$ cat src/rtl/stq_pkg.sv
// stq_pkg: shared types and codes for the sorted timer queue
// used by stq_ctrl, stq_datapath, sorted_timer_queue and stq_checker
package stq_pkg;

  localparam int SLOT_W = 6;
  localparam logic [SLOT_W-1:0] NO_LINK = 6'd63;
  localparam logic [31:0] ALL_ONES = 32'hffff_ffff;
  localparam logic [SLOT_W-1:0] TTS_RESET = 6'd32;

  typedef enum logic [2:0] {
    OP_ALLOC      = 3'd0,
    OP_FREE       = 3'd1,
    OP_BIND       = 3'd2,
    OP_ARM        = 3'd3,
    OP_TICK       = 3'd4,
    OP_CANCEL     = 3'd5,
    OP_CANCEL_ALL = 3'd6,
    OP_SET_MARK   = 3'd7
  } op_t;

  typedef enum logic [1:0] {
    ST_FREE  = 2'd0,
    ST_ALLOC = 2'd1,
    ST_RUN   = 2'd2
  } slot_st_t;

  typedef enum logic [2:0] {
    KIND_ALLOC   = 3'd0,
    KIND_CANCEL  = 3'd1,
    KIND_POST    = 3'd2,
    KIND_SUMMARY = 3'd3,
    KIND_ACK     = 3'd4
  } kind_t;

  typedef enum logic [1:0] {
    RD_CUR  = 2'd0,
    RD_HEAD = 2'd1,
    RD_TGT  = 2'd2
  } rd_sel_t;

  // commands from controller to datapath
  typedef struct packed {
    logic     load;
    logic     walk_init;
    logic     rd_en;
    rd_sel_t  rd_sel;
    logic     advance;
    logic     unlink_fix;
    logic     ins_link_s;
    logic     ins_link_prev;
    logic     set_due;
    logic     cnt_inc;
    logic     wr_dl;
    logic     wr_bind;
    logic     wr_mark;
    logic     st_wr;
    slot_st_t st_val;
    logic     tgt_clr;
    logic     tgt_inc;
    logic     expire;
    logic     ts_set;
    logic     emit;
    kind_t    emit_kind;
    logic     emit_ok;
  } stq_cmd_t;

  // status from datapath to controller
  typedef struct packed {
    op_t      op;
    logic     tgt_ok;
    slot_st_t st_tgt;
    logic     mark_tgt;
    logic     cur_ok;
    logic     cur_eq_tgt;
    logic     cur_eq_tts;
    logic     dl_lt_d;
    logic     dl_le_cnt;
    logic     due_le_cnt;
    logic     own_eq_fifo;
    logic     out_free;
  } stq_stat_t;

endpackage

$ cat src/rtl/stq_datapath.sv
// stq_datapath: slot state, timer memories, list pointers, tick count and result register
// depends on stq_pkg; driven by stq_ctrl commands
module stq_datapath #(
  parameter int NUM_SLOTS = 32
) (
  input  logic               clk,
  input  logic               rst_n,
  input  stq_pkg::stq_cmd_t  cmd,
  output stq_pkg::stq_stat_t stat,
  input  logic [2:0]         in_op,
  input  logic [79:0]        in_data,
  input  logic               cfg_wr_en,
  input  logic [5:0]         cfg_wr_data,
  output logic               out_tvalid,
  input  logic               out_tready,
  output logic [47:0]        out_tdata,
  output logic [2:0]         out_tuser,
  output logic               out_tlast
);
  import stq_pkg::*;

  localparam int IDX_W = $clog2(NUM_SLOTS);
  localparam logic [SLOT_W-1:0] NSLOT = SLOT_W'(NUM_SLOTS);

  // latched item
  op_t               op_r;
  logic [SLOT_W-1:0] tgt_r;
  logic [7:0]        fifo_r;
  logic [31:0]       pay_r;
  logic [31:0]       d_r;
  logic              mark_in_r;

  // timer state
  logic [31:0]       cnt_r;
  logic [31:0]       due_r;
  logic [SLOT_W-1:0] head_r;
  logic [SLOT_W-1:0] cur_r;
  logic [SLOT_W-1:0] prev_r;
  logic              ts_r;
  logic [SLOT_W-1:0] tts_r;
  slot_st_t          status_r [NUM_SLOTS];
  logic              mark_r [NUM_SLOTS];

  // memories and registered read data
  logic [SLOT_W-1:0] link_mem [NUM_SLOTS];
  logic [31:0]       dl_mem [NUM_SLOTS];
  logic [7:0]        own_mem [NUM_SLOTS];
  logic [31:0]       val_mem [NUM_SLOTS];
  logic [SLOT_W-1:0] link_rd_r;
  logic [31:0]       dl_rd_r;
  logic [7:0]        own_rd_r;
  logic [31:0]       val_rd_r;

  // result register
  logic              out_valid_r;
  kind_t             out_kind_r;
  logic [4:0]        out_slot_r;
  logic              out_ok_r;
  logic [7:0]        out_fifo_r;
  logic [31:0]       out_val_r;
  logic              out_ts_r;
  logic              out_last_r;

  logic [IDX_W-1:0]  tgt_idx, cur_idx, prev_idx, rd_idx, link_widx;
  logic              tgt_ok, cur_ok, prev_ok, head_ok;
  logic [SLOT_W-1:0] rd_addr, link_wd;
  logic              link_we;
  logic [NUM_SLOTS-1:0] free_vec, lowest;
  logic [SLOT_W-1:0] free_idx;
  logic              free_found, alloc_do, out_free;

  assign tgt_idx  = tgt_r[IDX_W-1:0];
  assign cur_idx  = cur_r[IDX_W-1:0];
  assign prev_idx = prev_r[IDX_W-1:0];
  assign tgt_ok   = tgt_r < NSLOT;
  assign cur_ok   = cur_r < NSLOT;
  assign prev_ok  = prev_r < NSLOT;
  assign head_ok  = head_r < NSLOT;
  assign out_free = !out_valid_r || out_tready;

  // read address select
  always_comb begin
    unique case (cmd.rd_sel)
      RD_HEAD: rd_addr = head_r;
      RD_TGT:  rd_addr = tgt_r;
      default: rd_addr = cur_r;
    endcase
  end
  assign rd_idx = rd_addr[IDX_W-1:0];

  // lowest free slot: isolate lowest set bit, then encode
  always_comb begin
    for (int i = 0; i < NUM_SLOTS; i++) begin
      free_vec[i] = (status_r[i] == ST_FREE);
    end
    lowest = free_vec & (~free_vec + {{(NUM_SLOTS-1){1'b0}}, 1'b1});
    free_idx = '0;
    for (int i = 0; i < NUM_SLOTS; i++) begin
      if (lowest[i]) free_idx = free_idx | SLOT_W'(i);
    end
  end
  assign free_found = |free_vec;
  assign alloc_do   = cmd.emit && (cmd.emit_kind == KIND_ALLOC) && free_found;

  // latch item fields
  always_ff @(posedge clk) begin
    if (cmd.load) begin
      op_r      <= op_t'(in_op);
      tgt_r     <= {1'b0, in_data[4:0]};
      fifo_r    <= in_data[12:5];
      pay_r     <= in_data[44:13];
      d_r       <= cnt_r + in_data[76:45];
      mark_in_r <= in_data[77];
    end else if (cmd.tgt_clr) begin
      tgt_r <= '0;
    end else if (cmd.tgt_inc) begin
      tgt_r <= tgt_r + 1'b1;
    end
  end

  // list pointers, tick count, next deadline, task switch flag, config
  always_ff @(posedge clk) begin
    if (!rst_n) begin
      head_r <= NO_LINK;
      cur_r  <= NO_LINK;
      prev_r <= NO_LINK;
      cnt_r  <= '0;
      due_r  <= ALL_ONES;
      ts_r   <= 1'b0;
      tts_r  <= TTS_RESET;
    end else begin
      if (cfg_wr_en) tts_r <= cfg_wr_data;
      if (cmd.cnt_inc) cnt_r <= cnt_r + 32'd1;
      if (cmd.set_due) due_r <= head_ok ? dl_rd_r : ALL_ONES;
      if (cmd.load) ts_r <= 1'b0;
      else if (cmd.ts_set) ts_r <= 1'b1;
      priority if (cmd.walk_init) begin
        prev_r <= NO_LINK;
        cur_r  <= head_r;
      end else if (cmd.advance) begin
        prev_r <= cur_r;
        cur_r  <= link_rd_r;
      end else if (cmd.expire) begin
        cur_r  <= link_rd_r;
        head_r <= link_rd_r;
      end else if (cmd.unlink_fix) begin
        if (!prev_ok) head_r <= link_rd_r;
      end else if (cmd.ins_link_prev) begin
        if (!prev_ok) head_r <= tgt_r;
      end
    end
  end

  // slot status
  always_ff @(posedge clk) begin
    if (!rst_n) begin
      for (int i = 0; i < NUM_SLOTS; i++) status_r[i] <= ST_FREE;
    end else begin
      if (cmd.st_wr) status_r[tgt_idx] <= cmd.st_val;
      if (cmd.expire) status_r[cur_idx] <= ST_ALLOC;
      if (alloc_do) status_r[free_idx[IDX_W-1:0]] <= ST_ALLOC;
    end
  end

  // auto-cancel marks
  always_ff @(posedge clk) begin
    if (cmd.wr_mark) mark_r[tgt_idx] <= mark_in_r;
    if (alloc_do) mark_r[free_idx[IDX_W-1:0]] <= 1'b0;
  end

  // link memory write port
  always_comb begin
    link_we = (cmd.unlink_fix && prev_ok) || cmd.ins_link_s ||
              (cmd.ins_link_prev && prev_ok);
    link_widx = cmd.ins_link_s ? tgt_idx : prev_idx;
    if (cmd.unlink_fix) link_wd = link_rd_r;
    else if (cmd.ins_link_s) link_wd = cur_r;
    else link_wd = tgt_r;
  end

  // memories
  always_ff @(posedge clk) begin
    if (link_we) link_mem[link_widx] <= link_wd;
    if (cmd.wr_dl) dl_mem[tgt_idx] <= d_r;
    if (cmd.wr_bind) begin
      own_mem[tgt_idx] <= fifo_r;
      val_mem[tgt_idx] <= pay_r;
    end
    if (cmd.rd_en) begin
      link_rd_r <= link_mem[rd_idx];
      dl_rd_r   <= dl_mem[rd_idx];
      own_rd_r  <= own_mem[rd_idx];
      val_rd_r  <= val_mem[rd_idx];
    end
  end

  // result register valid
  always_ff @(posedge clk) begin
    if (!rst_n) out_valid_r <= 1'b0;
    else if (cmd.emit) out_valid_r <= 1'b1;
    else if (out_tready) out_valid_r <= 1'b0;
  end

  // result register fields
  always_ff @(posedge clk) begin
    if (cmd.emit) begin
      out_kind_r <= cmd.emit_kind;
      out_slot_r <= '0;
      out_ok_r   <= 1'b0;
      out_fifo_r <= '0;
      out_val_r  <= '0;
      out_ts_r   <= 1'b0;
      out_last_r <= 1'b1;
      unique case (cmd.emit_kind)
        KIND_ALLOC: begin
          out_slot_r <= free_found ? free_idx[4:0] : 5'd0;
          out_ok_r   <= free_found;
        end
        KIND_CANCEL: begin
          out_slot_r <= tgt_r[4:0];
          out_ok_r   <= cmd.emit_ok;
        end
        KIND_POST: begin
          out_slot_r <= cur_r[4:0];
          out_fifo_r <= own_rd_r;
          out_val_r  <= val_rd_r;
          out_last_r <= 1'b0;
        end
        KIND_SUMMARY: out_ts_r <= ts_r;
        default: ;
      endcase
    end
  end

  assign out_tvalid = out_valid_r;
  assign out_tuser  = out_kind_r;
  assign out_tlast  = out_last_r;
  assign out_tdata  = {1'b0, out_ts_r, out_val_r, out_fifo_r, out_ok_r, out_slot_r};

  // status to controller
  always_comb begin
    stat.op          = op_r;
    stat.tgt_ok      = tgt_ok;
    stat.st_tgt      = tgt_ok ? status_r[tgt_idx] : ST_FREE;
    stat.mark_tgt    = tgt_ok && mark_r[tgt_idx];
    stat.cur_ok      = cur_ok;
    stat.cur_eq_tgt  = (cur_r == tgt_r);
    stat.cur_eq_tts  = (cur_r == tts_r);
    stat.dl_lt_d     = (dl_rd_r < d_r);
    stat.dl_le_cnt   = (dl_rd_r <= cnt_r);
    stat.due_le_cnt  = (due_r <= cnt_r);
    stat.own_eq_fifo = (own_rd_r == fifo_r);
    stat.out_free    = out_free;
  end

endmodule

$ cat src/rtl/stq_ctrl.sv
// stq_ctrl: sequencer for list walks, expiry, cancel sweep and result emission
// depends on stq_pkg; drives stq_datapath through stq_cmd_t
module stq_ctrl (
  input  logic               clk,
  input  logic               rst_n,
  input  logic               in_tvalid,
  output logic               in_tready,
  input  stq_pkg::stq_stat_t stat,
  output stq_pkg::stq_cmd_t  cmd
);
  import stq_pkg::*;

  typedef enum logic [4:0] {
    S_IDLE, S_DISPATCH, S_U_CHK, S_U_USE, S_U_DONE, S_ARM_SET,
    S_I_CHK, S_I_USE, S_I_LINK_S, S_I_LINK_P, S_T_CHK, S_T_RD, S_T_USE,
    S_CA_CHK, S_CA_USE, S_CA_NEXT, S_REFRESH, S_REFRESH_SET, S_EMIT
  } state_t;

  state_t state_r, state_nxt;
  logic   ok_r, ok_nxt;

  // state and cancel answer flag
  always_ff @(posedge clk) begin
    if (!rst_n) begin
      state_r <= S_IDLE;
      ok_r    <= 1'b0;
    end else begin
      state_r <= state_nxt;
      ok_r    <= ok_nxt;
    end
  end

  // next state and commands
  always_comb begin
    cmd       = '0;
    cmd.st_val    = ST_FREE;
    cmd.rd_sel    = RD_CUR;
    cmd.emit_kind = KIND_ACK;
    state_nxt = state_r;
    ok_nxt    = ok_r;
    in_tready = 1'b0;
    unique case (state_r)
      S_IDLE: begin
        // no item is taken while reset is held
        in_tready = rst_n;
        if (in_tvalid && rst_n) begin
          cmd.load  = 1'b1;
          state_nxt = S_DISPATCH;
        end
      end
      S_DISPATCH: begin
        ok_nxt    = 1'b0;
        state_nxt = S_EMIT;
        unique case (stat.op)
          OP_ALLOC: ;
          OP_FREE: begin
            if (stat.tgt_ok && stat.st_tgt == ST_RUN) begin
              cmd.walk_init = 1'b1;
              state_nxt     = S_U_CHK;
            end else if (stat.tgt_ok) begin
              cmd.st_wr  = 1'b1;
              cmd.st_val = ST_FREE;
            end
          end
          OP_BIND: cmd.wr_bind = stat.tgt_ok;
          OP_ARM: begin
            if (stat.tgt_ok && stat.st_tgt == ST_RUN) begin
              cmd.walk_init = 1'b1;
              state_nxt     = S_U_CHK;
            end else if (stat.tgt_ok && stat.st_tgt != ST_FREE) begin
              state_nxt = S_ARM_SET;
            end
          end
          OP_TICK: begin
            cmd.cnt_inc = 1'b1;
            state_nxt   = S_T_CHK;
          end
          OP_CANCEL: begin
            if (stat.tgt_ok && stat.st_tgt == ST_RUN) begin
              ok_nxt        = 1'b1;
              cmd.walk_init = 1'b1;
              state_nxt     = S_U_CHK;
            end
          end
          OP_CANCEL_ALL: begin
            cmd.tgt_clr = 1'b1;
            state_nxt   = S_CA_CHK;
          end
          OP_SET_MARK: cmd.wr_mark = stat.tgt_ok;
          default: ;
        endcase
      end
      // unlink walk: find target, splice its successor in
      S_U_CHK: begin
        if (stat.cur_ok) begin
          cmd.rd_en = 1'b1;
          state_nxt = S_U_USE;
        end else begin
          state_nxt = S_U_DONE;
        end
      end
      S_U_USE: begin
        if (stat.cur_eq_tgt) begin
          cmd.unlink_fix = 1'b1;
          state_nxt      = S_U_DONE;
        end else begin
          cmd.advance = 1'b1;
          state_nxt   = S_U_CHK;
        end
      end
      S_U_DONE: begin
        priority case (stat.op)
          OP_FREE: begin
            cmd.st_wr = 1'b1;
            cmd.st_val = ST_FREE;
            state_nxt = S_REFRESH;
          end
          OP_CANCEL: begin
            cmd.st_wr = 1'b1;
            cmd.st_val = ST_ALLOC;
            state_nxt = S_REFRESH;
          end
          OP_ARM: state_nxt = S_ARM_SET;
          OP_CANCEL_ALL: begin
            cmd.st_wr = 1'b1;
            cmd.st_val = ST_FREE;
            state_nxt = S_CA_NEXT;
          end
          default: state_nxt = S_REFRESH;
        endcase
      end
      // insert walk: stop at first deadline not below the new one
      S_ARM_SET: begin
        cmd.wr_dl     = 1'b1;
        cmd.st_wr     = 1'b1;
        cmd.st_val    = ST_RUN;
        cmd.walk_init = 1'b1;
        state_nxt     = S_I_CHK;
      end
      S_I_CHK: begin
        if (stat.cur_ok) begin
          cmd.rd_en = 1'b1;
          state_nxt = S_I_USE;
        end else begin
          state_nxt = S_I_LINK_S;
        end
      end
      S_I_USE: begin
        if (stat.dl_lt_d) begin
          cmd.advance = 1'b1;
          state_nxt   = S_I_CHK;
        end else begin
          state_nxt = S_I_LINK_S;
        end
      end
      S_I_LINK_S: begin
        cmd.ins_link_s = 1'b1;
        state_nxt      = S_I_LINK_P;
      end
      S_I_LINK_P: begin
        cmd.ins_link_prev = 1'b1;
        state_nxt         = S_REFRESH;
      end
      // tick: pop due slots from the head
      S_T_CHK: begin
        if (stat.due_le_cnt) begin
          cmd.walk_init = 1'b1;
          state_nxt     = S_T_RD;
        end else begin
          state_nxt = S_EMIT;
        end
      end
      S_T_RD: begin
        if (stat.cur_ok) begin
          cmd.rd_en = 1'b1;
          state_nxt = S_T_USE;
        end else begin
          state_nxt = S_REFRESH;
        end
      end
      S_T_USE: begin
        if (!stat.dl_le_cnt) begin
          state_nxt = S_REFRESH;
        end else if (stat.cur_eq_tts) begin
          cmd.expire = 1'b1;
          cmd.ts_set = 1'b1;
          state_nxt  = S_T_RD;
        end else if (stat.out_free) begin
          cmd.expire    = 1'b1;
          cmd.emit      = 1'b1;
          cmd.emit_kind = KIND_POST;
          state_nxt     = S_T_RD;
        end
      end
      // cancel_all sweep over every slot
      S_CA_CHK: begin
        if (!stat.tgt_ok) begin
          state_nxt = S_REFRESH;
        end else if (stat.st_tgt != ST_FREE && stat.mark_tgt) begin
          cmd.rd_en  = 1'b1;
          cmd.rd_sel = RD_TGT;
          state_nxt  = S_CA_USE;
        end else begin
          cmd.tgt_inc = 1'b1;
        end
      end
      S_CA_USE: begin
        state_nxt = S_CA_NEXT;
        if (stat.own_eq_fifo) begin
          if (stat.st_tgt == ST_RUN) begin
            cmd.walk_init = 1'b1;
            state_nxt     = S_U_CHK;
          end else begin
            cmd.st_wr  = 1'b1;
            cmd.st_val = ST_FREE;
          end
        end
      end
      S_CA_NEXT: begin
        cmd.tgt_inc = 1'b1;
        state_nxt   = S_CA_CHK;
      end
      // reload next deadline from the head
      S_REFRESH: begin
        cmd.rd_en  = 1'b1;
        cmd.rd_sel = RD_HEAD;
        state_nxt  = S_REFRESH_SET;
      end
      S_REFRESH_SET: begin
        cmd.set_due = 1'b1;
        state_nxt   = S_EMIT;
      end
      // closing result of the item
      S_EMIT: begin
        if (stat.out_free) begin
          cmd.emit    = 1'b1;
          cmd.emit_ok = ok_r;
          priority case (stat.op)
            OP_ALLOC:  cmd.emit_kind = KIND_ALLOC;
            OP_CANCEL: cmd.emit_kind = KIND_CANCEL;
            OP_TICK:   cmd.emit_kind = KIND_SUMMARY;
            default:   cmd.emit_kind = KIND_ACK;
          endcase
          state_nxt = S_IDLE;
        end
      end
      default: state_nxt = S_IDLE;
    endcase
  end

endmodule

$ cat src/rtl/sorted_timer_queue.sv
// sorted_timer_queue: top level of the sorted timer queue
// instantiates stq_ctrl and stq_datapath; uses stq_pkg
//
// Usage: one command item enters on the in_ stream (operation in in_tuser).
// Every command returns one result item; a tick returns one expiry post per
// expired slot other than the task timer slot (tlast low), then a summary
// (tlast high). Results leave through a registered out_ stream; out_tuser
// carries the result kind. cfg_wr_en/cfg_wr_data set the task timer slot;
// write only when idle.
// Timing: one item at a time. Free, cancel and re-arm of a running slot walk the
// list to unlink it; arm walks the list to its insert point; a due tick pops each
// expired slot from the head; cancel_all scans every slot, reads each marked slot
// and walks the list for each running match. The walk cost comes from one read
// port with registered read data.
// in_tready is high only between items; an item may be taken while the last
// result still waits. A stalled receiver holds the pending result and the
// sequencer waits for it before the next result.
// Reset: all slots free, list empty, tick count zero, next deadline all ones,
// task timer slot 32 (none); no item is taken while reset is held.
module sorted_timer_queue #(
  parameter int NUM_SLOTS = 32
) (
  input  logic        clk,
  input  logic        rst_n,
  input  logic        in_tvalid,
  output logic        in_tready,
  input  logic [79:0] in_tdata,   // slot[4:0], fifo_id[12:5], payload[44:13],
                                  // delay[76:45], autocancel[77], zero[79:78]
  input  logic [2:0]  in_tuser,   // operation[2:0]
  input  logic        cfg_wr_en,
  input  logic [5:0]  cfg_wr_data,
  output logic        out_tvalid,
  input  logic        out_tready,
  output logic [47:0] out_tdata,  // timer_slot[4:0], ok[5], dest_fifo[13:6],
                                  // posted_value[45:14], switch_req[46], zero[47]
  output logic [2:0]  out_tuser,  // result_kind[2:0]
  output logic        out_tlast
);
  import stq_pkg::*;

  stq_cmd_t  cmd;
  stq_stat_t stat;

  // sequencer
  stq_ctrl u_ctrl (
    .clk       (clk),
    .rst_n     (rst_n),
    .in_tvalid (in_tvalid),
    .in_tready (in_tready),
    .stat      (stat),
    .cmd       (cmd)
  );

  // storage and result register
  stq_datapath #(
    .NUM_SLOTS (NUM_SLOTS)
  ) u_dp (
    .clk         (clk),
    .rst_n       (rst_n),
    .cmd         (cmd),
    .stat        (stat),
    .in_op       (in_tuser),
    .in_data     (in_tdata),
    .cfg_wr_en   (cfg_wr_en),
    .cfg_wr_data (cfg_wr_data),
    .out_tvalid  (out_tvalid),
    .out_tready  (out_tready),
    .out_tdata   (out_tdata),
    .out_tuser   (out_tuser),
    .out_tlast   (out_tlast)
  );

endmodule

$ cat config.mk
export PLATFORM = sky130hd
export DESIGN_NAME = sorted_timer_queue
export DESIGN_NICKNAME = d
export VERILOG_FILES = /design/src/rtl/stq_pkg.sv /design/src/rtl/stq_datapath.sv /design/src/rtl/stq_ctrl.sv /design/src/rtl/sorted_timer_queue.sv
export SDC_FILE = /design/constraint.sdc
export NUM_CORES = 2
export LEC_CHECK = 0
export BUFFER_PORTS_ARGS = -buffer_cell sky130_fd_sc_hd__buf_4
export CAP_MARGIN = 20
export CORE_MARGIN = 2
export CORE_UTILIZATION = 30
export DETAILED_ROUTE_END_ITERATION = 12
export GPL_TIMING_DRIVEN = 0
export PLACE_DENSITY = 0.51
export RECOVER_POWER = 100
export REMOVE_ABC_BUFFERS = 1
export SYNTH_ARGS = -nofsm -noshare
export SYNTH_HDL_FRONTEND = slang
export SYNTH_SLANG_ARGS = --single-unit
$ cat constraint.sdc
create_clock -name clk -period 34.6 [get_ports clk]
set_input_delay 5.19 -clock clk [delete_from_list [all_inputs] [get_ports clk]]
set_output_delay 5.19 -clock clk [all_outputs]
set_load 0.05 [all_outputs]
### After elaboration in Yosys (flattened, before gate mapping)

Memories as Yosys holds them, arrays and structs flattened. A register that Yosys moved wholly into a read port is not among the register bits.
Cells that the tools add are included.

| storage, ports and cells | value |
|---|---|
| register bits after elaboration | 229 |
| memory bits (writable) | 2592 |
| bits of input ports | 94 |
| memories kept | 6 |

| cells by class | value |
|---|---|
| add/subtract/negate cells | 4 |
| order comparisons | 7 |
| equal/unequal tests | 50 |
| muxes and demuxes | 312 |
| bitwise logic cells | 2 |
| reductions and logical operators | 58 |

Memories:

| memory | depth | width | read ports | clocked after memory_dff | write ports | RTL line | source |
|---|---|---|---|---|---|---|---|
| u_dp.dl_mem | 32 | 32 | 1 | 1 | 1 | stq_datapath.sv:46 | `logic [31:0] dl_mem [NUM_SLOTS];` |
| u_dp.val_mem | 32 | 32 | 1 | 1 | 1 | stq_datapath.sv:48 | `logic [31:0] val_mem [NUM_SLOTS];` |
| u_dp.own_mem | 32 | 8 | 1 | 1 | 1 | stq_datapath.sv:47 | `logic [7:0] own_mem [NUM_SLOTS];` |
| u_dp.link_mem | 32 | 6 | 1 | 1 | 1 | stq_datapath.sv:45 | `logic [SLOT_W-1:0] link_mem [NUM_SLOTS];` |
| u_dp.status_r | 32 | 2 | 33 | 1 | 32 | stq_datapath.sv:41 | `slot_st_t status_r [NUM_SLOTS];` |
| u_dp.mark_r | 32 | 1 | 1 | 1 | 1 | stq_datapath.sv:42 | `logic mark_r [NUM_SLOTS];` |

Operator list:

| operator | number |
|---|---|
| $mux W5 | 72 |
| $mux W6 | 59 |
| $mux W32 | 7 |
| $mux W1 | 102 |
| $pmux W5 S19 | 1 |
| $mux W3 | 28 |
| $mux W4 | 18 |
| $add A32 B1 Y32 const B | 2 |
| $le A32 B32 Y1 | 2 |
| $logic_not A2 Y1 | 32 |
| $eq A5 B4 Y1 const B | 8 |
| $add A32 B32 Y32 | 1 |
| $and A32 B32 Y32 | 1 |
| $lt A32 B32 Y1 | 1 |
| $not A32 Y32 | 1 |
| $reduce_or A32 Y1 | 1 |
| $pmux W5 S5 | 1 |
| $lt A6 B6 Y1 const B | 4 |
| $eq A5 B3 Y1 const B | 4 |
| $pmux W5 S2 | 2 |
| $mux W2 | 8 |
| $mux W8 | 2 |
| $eq A5 B5 Y1 const B | 3 |
| $pmux W5 S3 | 1 |
| other kinds (37) | 72 |

### Logic depth before layout (Yosys ltp)

An unclocked memory read counts as a cell.

| depth | value |
|---|---|
| depth in word-level cells | 39 |
| depth in mapped cells | 21 |

### Modules after synthesis

Synthesis repeated with hierarchy kept, for this count alone.

| second synthesis, totals | value |
|---|---|
| cell total of the unflattened synthesis | 6396 |
| area, all modules | 118282.2 um2 |

Modules (own cells, without submodules):

| module | instances | cells an instance | area an instance (um2) | seq. area each (um2) |
|---|---|---|---|---|
| stq_datapath | 1 | 6232 | 117123.6 | 85101.6 |
| stq_ctrl | 1 | 164 | 1158.6 | 120.1 |

### Least setup slack after synthesis

OpenSTA, ideal clock, no wires.

| timing | value |
|---|---|
| path kind | in2reg |
| from | input rst_n |
| to | register with a tool-made name |
| library setup time | 0.121 ns |
| arrival | 14.392 ns |
| data required time | 34.479 ns |
| setup slack | 20.088 ns |
| cell stages on the path | 6 |
| buffers on the path | 1 |
| cells stage by stage | clkbuf_1 > nand2_1 > nor4_1 > o21bai_1 > o21ai_0 > mux2_2 |

RTL lines:

| what | RTL line | source |
|---|---|---|
| start, declared | sorted_timer_queue.sv:24 | `input logic rst_n,` |

### Worst setup path in the final report

| timing | value |
|---|---|
| from | input rst_n |
| to | output in_tready |

| between the ends | value |
|---|---|
| cells in the longest elaborated chain, start to end | 1 |

RTL lines:

| what | RTL line | source |
|---|---|---|
| $mux W1 | stq_ctrl.sv:42 | `unique case (state_r)` |
| end, declared | sorted_timer_queue.sv:26 | `output logic in_tready,` |

Every way passes these cells.

==> flow_metrics.env <==
export IMPL_wl_met1_um=140000
export IMPL_place_hpwl_um=211000
export IMPL_grt_pass1_vias=62219
export IMPL_highest_layer="met5"
export IMPL_maxSlewViolCount=2380
export IMPL_post_cts_resized=0
export IMPL_initial_core_util_pct=30.1
export IMPL_rows=229
export IMPL_switching_share_pct=28.4
export IMPL_cts_sinks=2904
export IMPL_ant_nets=0
export IMPL_worst_slew_pin_slew_ns=3.51
export IMPL_vdd_ir_drop_max_v=0.0000531
export IMPL_syn_cell_area_um2=117000
export IMPL_setup_violations=0
export IMPL_syn_area_per_cell_um2=19.0
export IMPL_drt_initial_drc_count=6378
export IMPL_fillers=36471
export IMPL_grt_overflow_total=0
export IMPL_cap_violations=144
export IMPL_die_h_um=629
export IMPL_clk_latency_ns=0.92
export IMPL_hp_class="register to register"
export IMPL_critPathMaxFanout=68
export IMPL_synth_ff_type="edfxtp_1"
export IMPL_grt_max_degree=91
export IMPL_antenna_found_initial=11
export IMPL_post_cts_setup_buffers=0
export IMPL_p_clk_share_pct=33.3
export IMPL_async_reset_ff_share_pct=0
export IMPL_drive_above_1_share_pct=21.2
export IMPL_wl_per_cell_um=26.5
export IMPL_core_area_um2=389000
export IMPL_vias=60455
export IMPL_synth_top_cell_area_share_pct=71.9
export IMPL_ios=148
export IMPL_fmax_ghz=0.0663
export IMPL_gr_usage_all_layers_pct=15.8
export IMPL_fin_tns_setup_ns=0
export IMPL_relSlewSlack_pct=-134
export IMPL_critPathKind="input port to primary output"
export IMPL_cts_buffers=320
export IMPL_synthTopCellsByCount="edfxtp_1 (2,802), mux4_2 (650), nor2_1 (428)"
export IMPL_arrival_ns=9.89
export IMPL_die_w_um=629
export IMPL_comb_power_share_pct=24.2
export IMPL_skew_ns=0.0574
export IMPL_startpoint_type="input port"
export IMPL_synth_most_common_cell="edfxtp_1"
export IMPL_htree_levels=5
export IMPL_cts_hold_fix_buffers=0
export IMPL_end_kind="primary output"
export IMPL_dr_pass1_iters=10
export IMPL_wl_met2_um=154000
export IMPL_synth_cell_types=91
export IMPL_ys_seq_area_share_pct=73.6
export IMPL_cts_tree="done"
export IMPL_wl_met3_um=17900
export IMPL_clock_path_buffers=4
export IMPL_crit_start="rst_n"
export IMPL_drc=18
export IMPL_area_delta_synth_final_pct=16.3
export IMPL_outcome="complete, but fails checks"
export IMPL_clk_pin_slew_ns=0.06
export IMPL_ys_seq_elements=2904
export IMPL_rsz0062_at_grt="no"
export IMPL_nets=6852
export IMPL_min_from="u_dp.prev_r[0]$_SDFFE_PN1P_"
export IMPL_fin_util_pct=35.0
export IMPL_ys_warn_count=0
export IMPL_cp_required_ns=29.41
export IMPL_synth_cells=6149
export IMPL_power_frac_seq_pct=42.4
export IMPL_synth_area_leaders="edfxtp_1 (72%), mux4_2 (13%), dfxtp_1 (1.7%)"
export IMPL_die_area_um2=395000
export IMPL_violations="design-rule violations, max-capacitance violations, max-slew violations"
export IMPL_power_internal_mw=7.18
export IMPL_period_share_pct=43.6
export IMPL_synth_top_cell_by_area="edfxtp_1"
export IMPL_cellPowerDensity_nw_per_um2=73.6
export IMPL_p_leak_nw=42.9
export IMPL_grt_pass1_wl_um=454000
export IMPL_p_switching_mw=2.84
export IMPL_routed_wl_um=320000
export IMPL_viasPerCell=5.00
export IMPL_hold_worst_slack_ns=0.490
export IMPL_synth_edff_count=2802
export IMPL_gp_congestion=0.829
export IMPL_io_buffers=144
export IMPL_period_minus_slack_ns=15.08
export IMPL_cts_root_buf="clkbuf_16"
export IMPL_hold_viol_final=0
export IMPL_fin_total_pwr_mw=10.0
==> placed cells by master, fill, tap and decap left out, types with 133 or more instances in the layout <==
| cell | synthesis | layout |
|---|---|---|
| a21oi_1 | 172 | 169 |
| clkbuf_1 | 202 | 392 |
| clkbuf_16 | 0 | 325 |
| edfxtp_1 | 2802 | 2802 |
| ha_1 | 133 | 133 |
| mux2_2 | 168 | 165 |
| mux2i_1 | 185 | 185 |
| mux4_2 | 650 | 650 |
| nand2_1 | 200 | 201 |
| nor2_1 | 428 | 429 |
| o21ai_0 | 188 | 198 |
==> area by class of cell <==
type	instances	area, µm²	area share, %
timing repair buffer	478	3720	2.73
clock buffer	407	8520	6.26
sequential	2904	86200	63.3
tap	5197	6500	4.78
multi-input combinational	2820	29200	21.4
antenna	3	7.51	0.00551
clock inverter	170	1670	1.22
inverter	100	375	0.276
==> worst max-delay path, cell delays in order <==
cell and delay [ns]:
clkbuf_1 1.01, clkbuf_1 2.50, and3_1 0.59, clkbuf_1 0.52
==> through the flow <==
step	instances	area, µm²	worst slack, ns
5_1_grt	12077	136000	19.25
3_3_place_gp	11165	123000	-52.87
2_1_floorplan	5824	116000	-21.46
3_5_place_dp	11480	130000	22.62
6_report	12079	136000	19.52
4_1_cts	12057	140000	22.61
==> cells by family after synthesis <==
family / Yosys count / share of synthesized area (%)
xor+xnor: 82 / 0.614
mux: 1004 / 15.7
flops: 2904 / 73.6
simple gates: 961 / 3.72
buf+inv: 425 / 1.45
fa+ha+maj: 134 / 1.44
compound gates: 638 / 3.43
other cells: 1 / 0.00320
==> power groups by stage <==
stage / Combinational, mW / Sequential (mW) / Clock [mW]
CTS: 2.54 / 4.28 / 3.42
detailed placement: 2.53 / 4.35 / 0
global placement: 6.38 / 4.41 / 0
floorplan: 4.39 / 4.29 / 0
finish: 2.43 / 4.25 / 3.34
global route: 2.62 / 4.27 / 3.55
==> per-layer routing <==
metal,GRT usage (%),up-vias
li1,-,25855
met1,21.7,32271
met2,26.1,1872
met3,2.51,453
met4,4.16,4
met5,0,-
==> state kept, by name, summed over array words and instances (netlist names), 64 cells and up, named ones only <==
signal,count
u_dp.own_mem,256
u_dp.dl_mem,1024
u_dp.status_r,64
u_dp.link_mem,192
u_dp.val_mem,1024
==> final timing paths <==
check	endpoint	slack (ns)	cells past startpoint
setup / recovery	in_tready	19.52	4
hold / removal	u_dp.prev_r[0]$_SDFFE_PN1P_	0.49	2
setup reg to reg	u_dp.val_rd_r[11]$_DFFE_PP_	22.98	17
hold reg to reg	u_dp.prev_r[0]$_SDFFE_PN1P_	0.49	2
(Power assumes the default switching activity.)
